`config.mk`:
```
export PLATFORM = sky130hd
export DESIGN_NAME = int4_group_dequant_dot_product_flat
export DESIGN_NICKNAME = d
export VERILOG_FILES = /design/src/hw/rtl/igdq_pkg.sv /design/src/hw/rtl/igdq_if.sv /design/src/hw/rtl/int4_group_dequant_dot_product.sv /design/src/hw/rtl/igdq_datapath.sv /design/src/hw/rtl/igdq_ctrl.sv /design/src/flat_wrapper.sv
export SDC_FILE = /design/constraint.sdc
export NUM_CORES = 2
export LEC_CHECK = 0
export BUFFER_PORTS_ARGS = -buffer_cell sky130_fd_sc_hd__buf_2
export CAP_MARGIN = 20
export CORE_MARGIN = 10
export CORE_UTILIZATION = 48
export CTS_CLUSTER_SIZE = 12
export DETAILED_ROUTE_END_ITERATION = 10
export MAX_ROUTING_LAYER = met4
export PLACE_DENSITY = 0.67
export SLEW_MARGIN = 20
export SYNTH_ARGS = -nofsm -noshare
export SYNTH_HDL_FRONTEND = slang
export SYNTH_HIERARCHICAL = 1
export SYNTH_SLANG_ARGS = --single-unit
```
`constraint.sdc`:
```
create_clock -name clk -period 16.6 [get_ports clk]
set_input_delay 4.15 -clock clk [delete_from_list [all_inputs] [get_ports clk]]
set_output_delay 4.15 -clock clk [all_outputs]
set_load 0.02 [all_outputs]
```
`src/hw/rtl/igdq_pkg.sv`:
```
// Shared constants, widths and controller/datapath command and status types for the INT4 dequant dot product.
package igdq_pkg;

  localparam int unsigned Lanes     = 8;
  localparam int unsigned NibW      = 4;
  localparam int unsigned ActW      = 16;
  localparam int unsigned ScaleW    = 16;
  localparam int unsigned ZeroW     = 8;
  localparam int unsigned WordW     = Lanes * NibW;
  localparam int unsigned DotW      = 24;   // |dot| < 2^22
  localparam int unsigned SumW      = 20;   // |sum| <= 2^18
  localparam int unsigned ZsW       = 29;   // zero * sum
  localparam int unsigned DiffW     = 30;   // dot*16 - zero*sum
  localparam int unsigned TermW     = 47;   // scale * diff
  localparam int unsigned AccW      = 64;

  localparam logic [NibW-1:0] NibMask = 4'hF;

  localparam logic signed [AccW-1:0] AccMax = {1'b0, {(AccW-1){1'b1}}};
  localparam logic signed [AccW-1:0] AccMin = {1'b1, {(AccW-1){1'b0}}};

  // Controller to datapath: one strobe per datapath step.
  typedef struct packed {
    logic load;   // capture the accepted input beat
    logic dot;    // form lane dot product and activation sum
    logic diff;   // form dot*16 - zero*sum
    logic mul;    // form scale * diff
    logic acc;    // saturating add; emit and clear on row end
  } cmd_t;

  // Datapath to controller.
  typedef struct packed {
    logic last;   // captured row_end of the item in flight
  } status_t;

endpackage

```
`src/hw/rtl/igdq_if.sv`:
```
// Valid/ready channel interfaces for the input item and the result beat.
interface igdq_in_if;
  logic               valid;
  logic               ready;
  logic        [31:0] packed_weights;
  logic        [15:0] group_scale;
  logic        [7:0]  group_zero;
  logic signed [15:0] act_0;
  logic signed [15:0] act_1;
  logic signed [15:0] act_2;
  logic signed [15:0] act_3;
  logic signed [15:0] act_4;
  logic signed [15:0] act_5;
  logic signed [15:0] act_6;
  logic signed [15:0] act_7;
  logic               row_end;

  modport source (
    output valid, packed_weights, group_scale, group_zero,
    output act_0, act_1, act_2, act_3, act_4, act_5, act_6, act_7, row_end,
    input  ready
  );
  modport sink (
    input  valid, packed_weights, group_scale, group_zero,
    input  act_0, act_1, act_2, act_3, act_4, act_5, act_6, act_7, row_end,
    output ready
  );
endinterface

interface igdq_out_if;
  logic               valid;
  logic               ready;
  logic signed [63:0] out_value;

  modport source (output valid, out_value, input ready);
  modport sink   (input valid, out_value, output ready);
endinterface

```
`src/hw/rtl/int4_group_dequant_dot_product.sv`:
```
// Top level of the INT4 group dequantize-and-accumulate dot product.
//
//   channel   modport   beat contents
//   -------   -------   --------------------------------------------------------
//   weights   sink      packed_weights, group_scale, group_zero, act_0..act_7, row_end
//   result    source    out_value (signed Q31.32, saturated), one beat per row end
//
// Each item passes through five steps of the shared datapath: the accept edge captures it,
// then the lane dot product and activation sum, zero-point correction (8x20 multiply),
// scaling (17x30 multiply) and the saturating 64-bit add follow in that order; the
// accumulator and result valid update at the add step, which a stalled result can hold.
// The weights channel is ready only between items, so a new item is not accepted
// until the accumulate step of the one before it has completed.
// rst is synchronous and active high; it clears the accumulator and the result
// valid flag. The result sits in an output register, so the next items are
// accepted while it waits; a stalled result only holds the accumulate step of
// the next row-end item until the beat is taken.
module int4_group_dequant_dot_product import igdq_pkg::*; (
  input  logic       clk,
  input  logic       rst,
  igdq_in_if.sink    weights,
  igdq_out_if.source result
);

  cmd_t                  cmd;
  status_t               status;
  logic signed [ActW-1:0] act_lanes [Lanes];

  // Gather the per-lane activation fields into one lane array.
  assign act_lanes[0] = weights.act_0;
  assign act_lanes[1] = weights.act_1;
  assign act_lanes[2] = weights.act_2;
  assign act_lanes[3] = weights.act_3;
  assign act_lanes[4] = weights.act_4;
  assign act_lanes[5] = weights.act_5;
  assign act_lanes[6] = weights.act_6;
  assign act_lanes[7] = weights.act_7;

  igdq_ctrl u_ctrl (
    .clk       (clk),
    .rst       (rst),
    .in_valid  (weights.valid),
    .in_ready  (weights.ready),
    .out_valid (result.valid),
    .out_ready (result.ready),
    .cmd       (cmd),
    .status    (status)
  );

  igdq_datapath u_datapath (
    .clk            (clk),
    .rst            (rst),
    .cmd            (cmd),
    .status         (status),
    .packed_weights (weights.packed_weights),
    .group_scale    (weights.group_scale),
    .group_zero     (weights.group_zero),
    .act            (act_lanes),
    .row_end        (weights.row_end),
    .out_value      (result.out_value)
  );

endmodule

```
`src/hw/rtl/igdq_datapath.sv`:
```
// Datapath: input capture, lane products, zero-point correction, scaling and saturating accumulator.
module igdq_datapath import igdq_pkg::*; (
  input  logic                      clk,
  input  logic                      rst,
  input  cmd_t                      cmd,
  output status_t                   status,
  input  logic        [WordW-1:0]   packed_weights,
  input  logic        [ScaleW-1:0]  group_scale,
  input  logic        [ZeroW-1:0]   group_zero,
  input  logic signed [ActW-1:0]    act [Lanes],
  input  logic                      row_end,
  output logic signed [AccW-1:0]    out_value
);

  logic        [WordW-1:0]  word_q;
  logic        [ScaleW-1:0] scale_q;
  logic        [ZeroW-1:0]  zero_q;
  logic signed [ActW-1:0]   act_q [Lanes];
  logic                     last_q;

  logic signed [DotW-1:0]   dot_q;
  logic signed [SumW-1:0]   sum_q;
  logic signed [DiffW-1:0]  diff_q;
  logic signed [TermW-1:0]  term_q;
  logic signed [AccW-1:0]   accumulator;

  logic signed [DotW-1:0]   dot_next;
  logic signed [SumW-1:0]   sum_next;
  logic signed [ZsW-1:0]    zs;
  logic signed [DiffW-1:0]  diff_next;
  logic signed [TermW-1:0]  term_next;
  logic signed [AccW:0]     acc_wide;
  logic signed [AccW-1:0]   acc_sat;

  assign status.last = last_q;

  // Lane products are narrow (4 x 16); the eight lanes are independent.
  always_comb begin
    logic signed [ActW+NibW:0] prod;
    dot_next = '0;
    sum_next = '0;
    for (int i = 0; i < Lanes; i++) begin
      prod     = $signed({1'b0, word_q[NibW*i +: NibW] & NibMask}) * act_q[i];
      dot_next = dot_next + DotW'(prod);
      sum_next = sum_next + SumW'(act_q[i]);
    end
  end

  assign zs        = $signed({1'b0, zero_q}) * sum_q;
  assign diff_next = DiffW'($signed({dot_q, 4'b0000})) - DiffW'(zs);
  assign term_next = $signed({1'b0, scale_q}) * diff_q;

  // Saturate when the carry into the extra bit disagrees with the sign bit.
  assign acc_wide = {accumulator[AccW-1], accumulator} + (AccW+1)'(term_q);
  always_comb begin
    if (acc_wide[AccW] != acc_wide[AccW-1]) begin
      acc_sat = acc_wide[AccW] ? AccMin : AccMax;
    end else begin
      acc_sat = acc_wide[AccW-1:0];
    end
  end

  always_ff @(posedge clk) begin
    if (cmd.load) begin
      word_q  <= packed_weights;
      scale_q <= group_scale;
      zero_q  <= group_zero;
      act_q   <= act;
      last_q  <= row_end;
    end
    if (cmd.dot) begin
      dot_q <= dot_next;
      sum_q <= sum_next;
    end
    if (cmd.diff) begin
      diff_q <= diff_next;
    end
    if (cmd.mul) begin
      term_q <= term_next;
    end
    if (cmd.acc && last_q) begin
      out_value <= acc_sat;
    end
  end

  always_ff @(posedge clk) begin
    if (rst) begin
      accumulator <= '0;
    end else if (cmd.acc) begin
      accumulator <= last_q ? '0 : acc_sat;
    end
  end

endmodule

```
`src/hw/rtl/igdq_ctrl.sv`:
```
// Controller: sequences one item through the datapath steps and owns the result valid flag.
module igdq_ctrl import igdq_pkg::*; (
  input  logic    clk,
  input  logic    rst,
  input  logic    in_valid,
  output logic    in_ready,
  output logic    out_valid,
  input  logic    out_ready,
  output cmd_t    cmd,
  input  status_t status
);

  typedef enum logic [4:0] {
    ST_IDLE = 5'b00001,
    ST_DOT  = 5'b00010,
    ST_DIFF = 5'b00100,
    ST_MUL  = 5'b01000,
    ST_ACC  = 5'b10000
  } state_t;

  state_t state, state_next;
  logic   out_valid_next;
  logic   acc_stall;

  assign in_ready  = (state == ST_IDLE);
  // Hold the accumulate step of a row-end item while an earlier result still waits.
  assign acc_stall = status.last && out_valid && !out_ready;

  always_comb begin
    cmd        = '0;
    state_next = state;
    unique case (state)
      ST_IDLE: begin
        if (in_valid) begin
          cmd.load   = 1'b1;
          state_next = ST_DOT;
        end
      end
      ST_DOT: begin
        cmd.dot    = 1'b1;
        state_next = ST_DIFF;
      end
      ST_DIFF: begin
        cmd.diff   = 1'b1;
        state_next = ST_MUL;
      end
      ST_MUL: begin
        cmd.mul    = 1'b1;
        state_next = ST_ACC;
      end
      ST_ACC: begin
        if (!acc_stall) begin
          cmd.acc    = 1'b1;
          state_next = ST_IDLE;
        end
      end
      default: state_next = ST_IDLE;
    endcase
  end

  always_comb begin
    priority if (cmd.acc && status.last) begin
      out_valid_next = 1'b1;
    end else if (out_valid && out_ready) begin
      out_valid_next = 1'b0;
    end else begin
      out_valid_next = out_valid;
    end
  end

  always_ff @(posedge clk) begin
    if (rst) begin
      state     <= ST_IDLE;
      out_valid <= 1'b0;
    end else begin
      state     <= state_next;
      out_valid <= out_valid_next;
    end
  end

  a_no_overwrite: assert property (@(posedge clk) disable iff (rst)
    !(cmd.acc && status.last && out_valid && !out_ready))
    else $error("pending result overwritten");

  a_row_end_emits: assert property (@(posedge clk) disable iff (rst)
    cmd.acc && status.last |=> out_valid)
    else $error("row end did not raise result valid");

  a_accept_starts: assert property (@(posedge clk) disable iff (rst)
    in_valid && in_ready |=> state == ST_DOT && !in_ready)
    else $error("accepted beat did not start the sequence");

  a_acc_leaves: assert property (@(posedge clk) disable iff (rst)
    cmd.acc |=> in_ready)
    else $error("controller did not return to idle after accumulate");

endmodule
```
`src/flat_wrapper.sv`:
```
// flat-port wrapper written by rule: the top's interface ports become plain ports
module int4_group_dequant_dot_product_flat import igdq_pkg::*;
  (clk, rst, weights_valid, weights_packed_weights, weights_group_scale, weights_group_zero, weights_act_0, weights_act_1, weights_act_2, weights_act_3, weights_act_4, weights_act_5, weights_act_6, weights_act_7, weights_row_end, weights_ready, result_valid, result_out_value, result_ready);
  igdq_in_if weights_i ();
  igdq_out_if result_i ();
  input  logic clk;
  input  logic rst;
  input wire logic [$bits(weights_i.valid)-1:0] weights_valid;
  input wire logic [$bits(weights_i.packed_weights)-1:0] weights_packed_weights;
  input wire logic [$bits(weights_i.group_scale)-1:0] weights_group_scale;
  input wire logic [$bits(weights_i.group_zero)-1:0] weights_group_zero;
  input wire logic [$bits(weights_i.act_0)-1:0] weights_act_0;
  input wire logic [$bits(weights_i.act_1)-1:0] weights_act_1;
  input wire logic [$bits(weights_i.act_2)-1:0] weights_act_2;
  input wire logic [$bits(weights_i.act_3)-1:0] weights_act_3;
  input wire logic [$bits(weights_i.act_4)-1:0] weights_act_4;
  input wire logic [$bits(weights_i.act_5)-1:0] weights_act_5;
  input wire logic [$bits(weights_i.act_6)-1:0] weights_act_6;
  input wire logic [$bits(weights_i.act_7)-1:0] weights_act_7;
  input wire logic [$bits(weights_i.row_end)-1:0] weights_row_end;
  output wire logic [$bits(weights_i.ready)-1:0] weights_ready;
  output wire logic [$bits(result_i.valid)-1:0] result_valid;
  output wire logic [$bits(result_i.out_value)-1:0] result_out_value;
  input wire logic [$bits(result_i.ready)-1:0] result_ready;
  assign weights_i.valid = weights_valid;
  assign weights_i.packed_weights = weights_packed_weights;
  assign weights_i.group_scale = weights_group_scale;
  assign weights_i.group_zero = weights_group_zero;
  assign weights_i.act_0 = weights_act_0;
  assign weights_i.act_1 = weights_act_1;
  assign weights_i.act_2 = weights_act_2;
  assign weights_i.act_3 = weights_act_3;
  assign weights_i.act_4 = weights_act_4;
  assign weights_i.act_5 = weights_act_5;
  assign weights_i.act_6 = weights_act_6;
  assign weights_i.act_7 = weights_act_7;
  assign weights_i.row_end = weights_row_end;
  assign weights_ready = weights_i.ready;
  assign result_valid = result_i.valid;
  assign result_out_value = result_i.out_value;
  assign result_i.ready = result_ready;
  int4_group_dequant_dot_product u_core (.clk(clk), .rst(rst), .weights(weights_i), .result(result_i));
endmodule
```
==> results.sh <==
export IMPL_dp_slack_ns=8.61
export IMPL_path_cells="nand2_1 > fa_1 > inv_1 > fa_1 > inv_1 > fa_1 > inv_1 > fa_1 > fa_1 > fa_1 > fa_1 > fa_1 > ha_1 > a21o_1 > a21oi_1 > o21bai_1 > a31oi_1 > o2111ai_1 > a31oi_1 > o21ai_0 > a41oi_1 > a21oi_1 > nor2_1 > xnor2_1"
export IMPL_cpMaxStageDelayCell="edfxtp_1"
export IMPL_finClkSkew_ns=0.0324
export IMPL_pin_count=255
export IMPL_async_reset_ff_frac=0
export IMPL_status="completed"
export IMPL_drc=0
export IMPL_die_area_mm2=0.148
export IMPL_synth_edf_count=370
export IMPL_die_x_um=384
export IMPL_cts_tree="yes"
export IMPL_reg2reg_slack_ns=8.55
export IMPL_grt_overflow=0
export IMPL_initial_core_util=0.484
export IMPL_nNetsFinal=8292
export IMPL_period_share=0.485
export IMPL_n_antenna_cell=0
export IMPL_period_needed_ns=8.05
export IMPL_worst_pin_slew_ns=1.12
export IMPL_netlist_area_mm2=0.0637
export IMPL_drive_above_1_share=0.0704
export IMPL_clock_sinks=440
export IMPL_cp_start_kind="register"
export IMPL_postPlaceCellArea_mm2=0.0666
export IMPL_worstHoldPathType="register to register"
export IMPL_finalSetupTns_ns=0
export IMPL_worst_slack_ns=8.55
export IMPL_drtIter0Drc=2196
export IMPL_rsz0062_at_grt="false"
export IMPL_root_buffer="clkbuf_16"
export IMPL_cts_resized=0
export IMPL_firstDrtPassIters=7
export IMPL_io_buffers=254
export IMPL_routedWlPerCell_um=19.0
export IMPL_postCtsHoldBufs=0
export IMPL_crit_top_cell="fa_1"
export IMPL_grt_total_usage=0.220
export IMPL_syn_nets=8142
export IMPL_slew_viol_final=0
export IMPL_cts_buffers=55
export IMPL_vias_per_cell=5.16
export IMPL_row_count=133
export IMPL_cpPeakStageDelay_ns=0.73
export IMPL_postCtsSetupRepairBufs=0
export IMPL_grt_pass1_vias=47500
export IMPL_synth_top_area_frac=0.394
export IMPL_synth_cell_types=87
export IMPL_ant_nets=0
export IMPL_final_instance_count_excl_fill=8187
export IMPL_dp_cells=8084
export IMPL_path_clk_slew_ns=0.06
export IMPL_ys_ff_latch=440
export IMPL_syn_area_per_cell_um2=10.2
export IMPL_cts_path_max_buffers=3
export IMPL_synthCells=6237
export IMPL_grt_first_pass_wirelength_um=252000
export IMPL_synth_top_flop_cell="edfxtp_1"
export IMPL_wirelength_um=155000
export IMPL_hpwlAfterDp_um=131000
export IMPL_htree_levels=2
export IMPL_synth_warnings=6
export IMPL_antenna_found_initial=2
export IMPL_design_area_mm2=0.0685
export IMPL_cap_violations=0
export IMPL_dieHeight_um=384
export IMPL_maxSlewHeadroom=0.256
export IMPL_clock_fmax_ghz=0.124
export IMPL_finalHoldViolCount=0
export IMPL_grt_start_max_net_pins=78
export IMPL_area_growth_pct=7.48
export IMPL_clk_latency_ns=0.66
export IMPL_core_area_mm2=0.132
export IMPL_setup_viol=0
export IMPL_crit_type="register to register"
export IMPL_yosys_top_cells_area="fa_1, edfxtp_1, ha_1"
export IMPL_endpoint_kind="register"
export IMPL_seq_area_frac_synth=0.196
export IMPL_critical_path_required_ns=16.99
export IMPL_critPathMaxFanout=16
export IMPL_arrival_ns=8.44
export IMPL_synth_top_area_cell="fa_1"
export IMPL_gp_congestion=0.929
export IMPL_vias=42300
-- through the flow --
step,util,hold slack [ns]
global placement,0.506,0.458
finish,0.520,0.476
CTS,0.520,0.483
global route,0.520,0.499
detailed placement,0.506,0.469
floorplan,-,0.444
-- layout by cell type (no fill, tap or decap), drive strengths merged, types with 9 or more instances in the layout --
cell type / instances
xnor2: 112
o21ai: 145
a21boi: 10
inv: 1521
xor2: 55
dfxtp: 70
edfxtp: 370
a21oi: 169
clkbuf: 68
fa: 1252
nand2b: 19
nor2: 94
nor3: 32
clkinv: 12
o31ai: 9
nand3: 37
a21o: 60
buf: 280
o21a: 35
o21bai: 25
a31oi: 13
and3: 17
nor2b: 28
nand2: 672
nand4: 32
and2: 646
o211ai: 61
a211oi: 10
ha: 464
-- worst paths after layout --
path	startpoint	endpoint	cells past startpoint
max	u_core/u_datapath/word_q[9]	u_core/u_datapath/dot_q[23]	24
min	u_core/u_ctrl/out_valid	u_core/u_ctrl/out_valid	2
max reg2reg	u_core/u_datapath/word_q[9]	u_core/u_datapath/dot_q[23]	24
min reg2reg	u_core/u_ctrl/out_valid	u_core/u_ctrl/out_valid	2
-- cell families after synthesis --
family | share of synthesized area
adders and majority gates | 0.485
buffers and inverters | 0.102
and+or+nand+nor | 0.128
AOI/OAI and AO/OA | 0.0649
DFF | 0.196
xor gates and xnor gates | 0.0230
muxes | 0.000825
-- state kept, by name, summed over array words and instances, names as in the netlist --
signal	flops
u_core/u_ctrl/state	5
u_core/u_datapath/sum_q	20
u_core/u_datapath/term_q	47
u_core/u_datapath/zero_q	8
u_core/u_ctrl/out_valid	1
u_core/u_datapath/dot_q	24
u_core/u_datapath/diff_q	30
u_core/u_datapath/status	1
u_core/u_datapath/out_value	64
u_core/u_datapath/word_q	32
u_core/u_datapath/accumulator	64
u_core/u_datapath/act_q	128
u_core/u_datapath/scale_q	16
-- layer usage --
layer | share of wire | vias up | global-route usage
li1 | - | 19300 | -
met1 | 0.42 | 21600 | 0.270
met2 | 0.51 | 1052 | 0.386
met3 | 0.046 | 270 | 0.0247
met4 | 0.028 | 0 | 0.0586
met5 | 0 | - | -
-- worst max-delay path, delay by kind of cell (launching register included) --
kind / cells / cell delay, ns
DFF: 1 / 0.73
buffers and inverters: 3 / 0.18
and+or+nand+nor: 2 / 0.30
AOI/OAI and AO/OA: 9 / 2.21
adders and majority gates: 9 / 4.27
xor gates and xnor gates: 1 / 0.09
-- cell type report --
type                       count  area [um2]
fill                       11800       63200
sequential                   440       12500
clock buffer                  68        1470
multi-input combinational   4100       44700
clock inverter                34         424
timing repair buffer         280        1470
inverter                    1510        5670
tap                         1755        2200
-- synth_stat cells, types with 4 or more instances --
cell type and n:
a211oi_1 9, a21o_1 60, o21bai_1 25, nor3_1 31, nor2_1 94, a311oi_1 4, or2_2 4, a21oi_1 168
ha_1 464, and2_1 645, and3_1 17, and4_1 4, o21a_1 34, dfxtp_1 70, nand2b_1 18, nand2_1 672
nor4_1 6, o2111ai_1 8, a211o_1 4, fa_1 1252, xnor2_1 112, a21boi_0 10, buf_6 11, nor2b_1 28
edfxtp_1 370, or3_1 8, a22o_1 6, o21ai_0 133, or4_1 4, nand3_1 36, nand4_1 31, clkbuf_1 160
o31ai_1 7, a221oi_1 4, buf_2 12, o211ai_2 50, o21ai_1 7, inv_1 1510, o211ai_1 11, xor2_1 55
a31oi_1 12
Power is left out: the tool's default activity adds up to more than one toggle a clock period on the data nets, which glitch-free logic cannot reach.
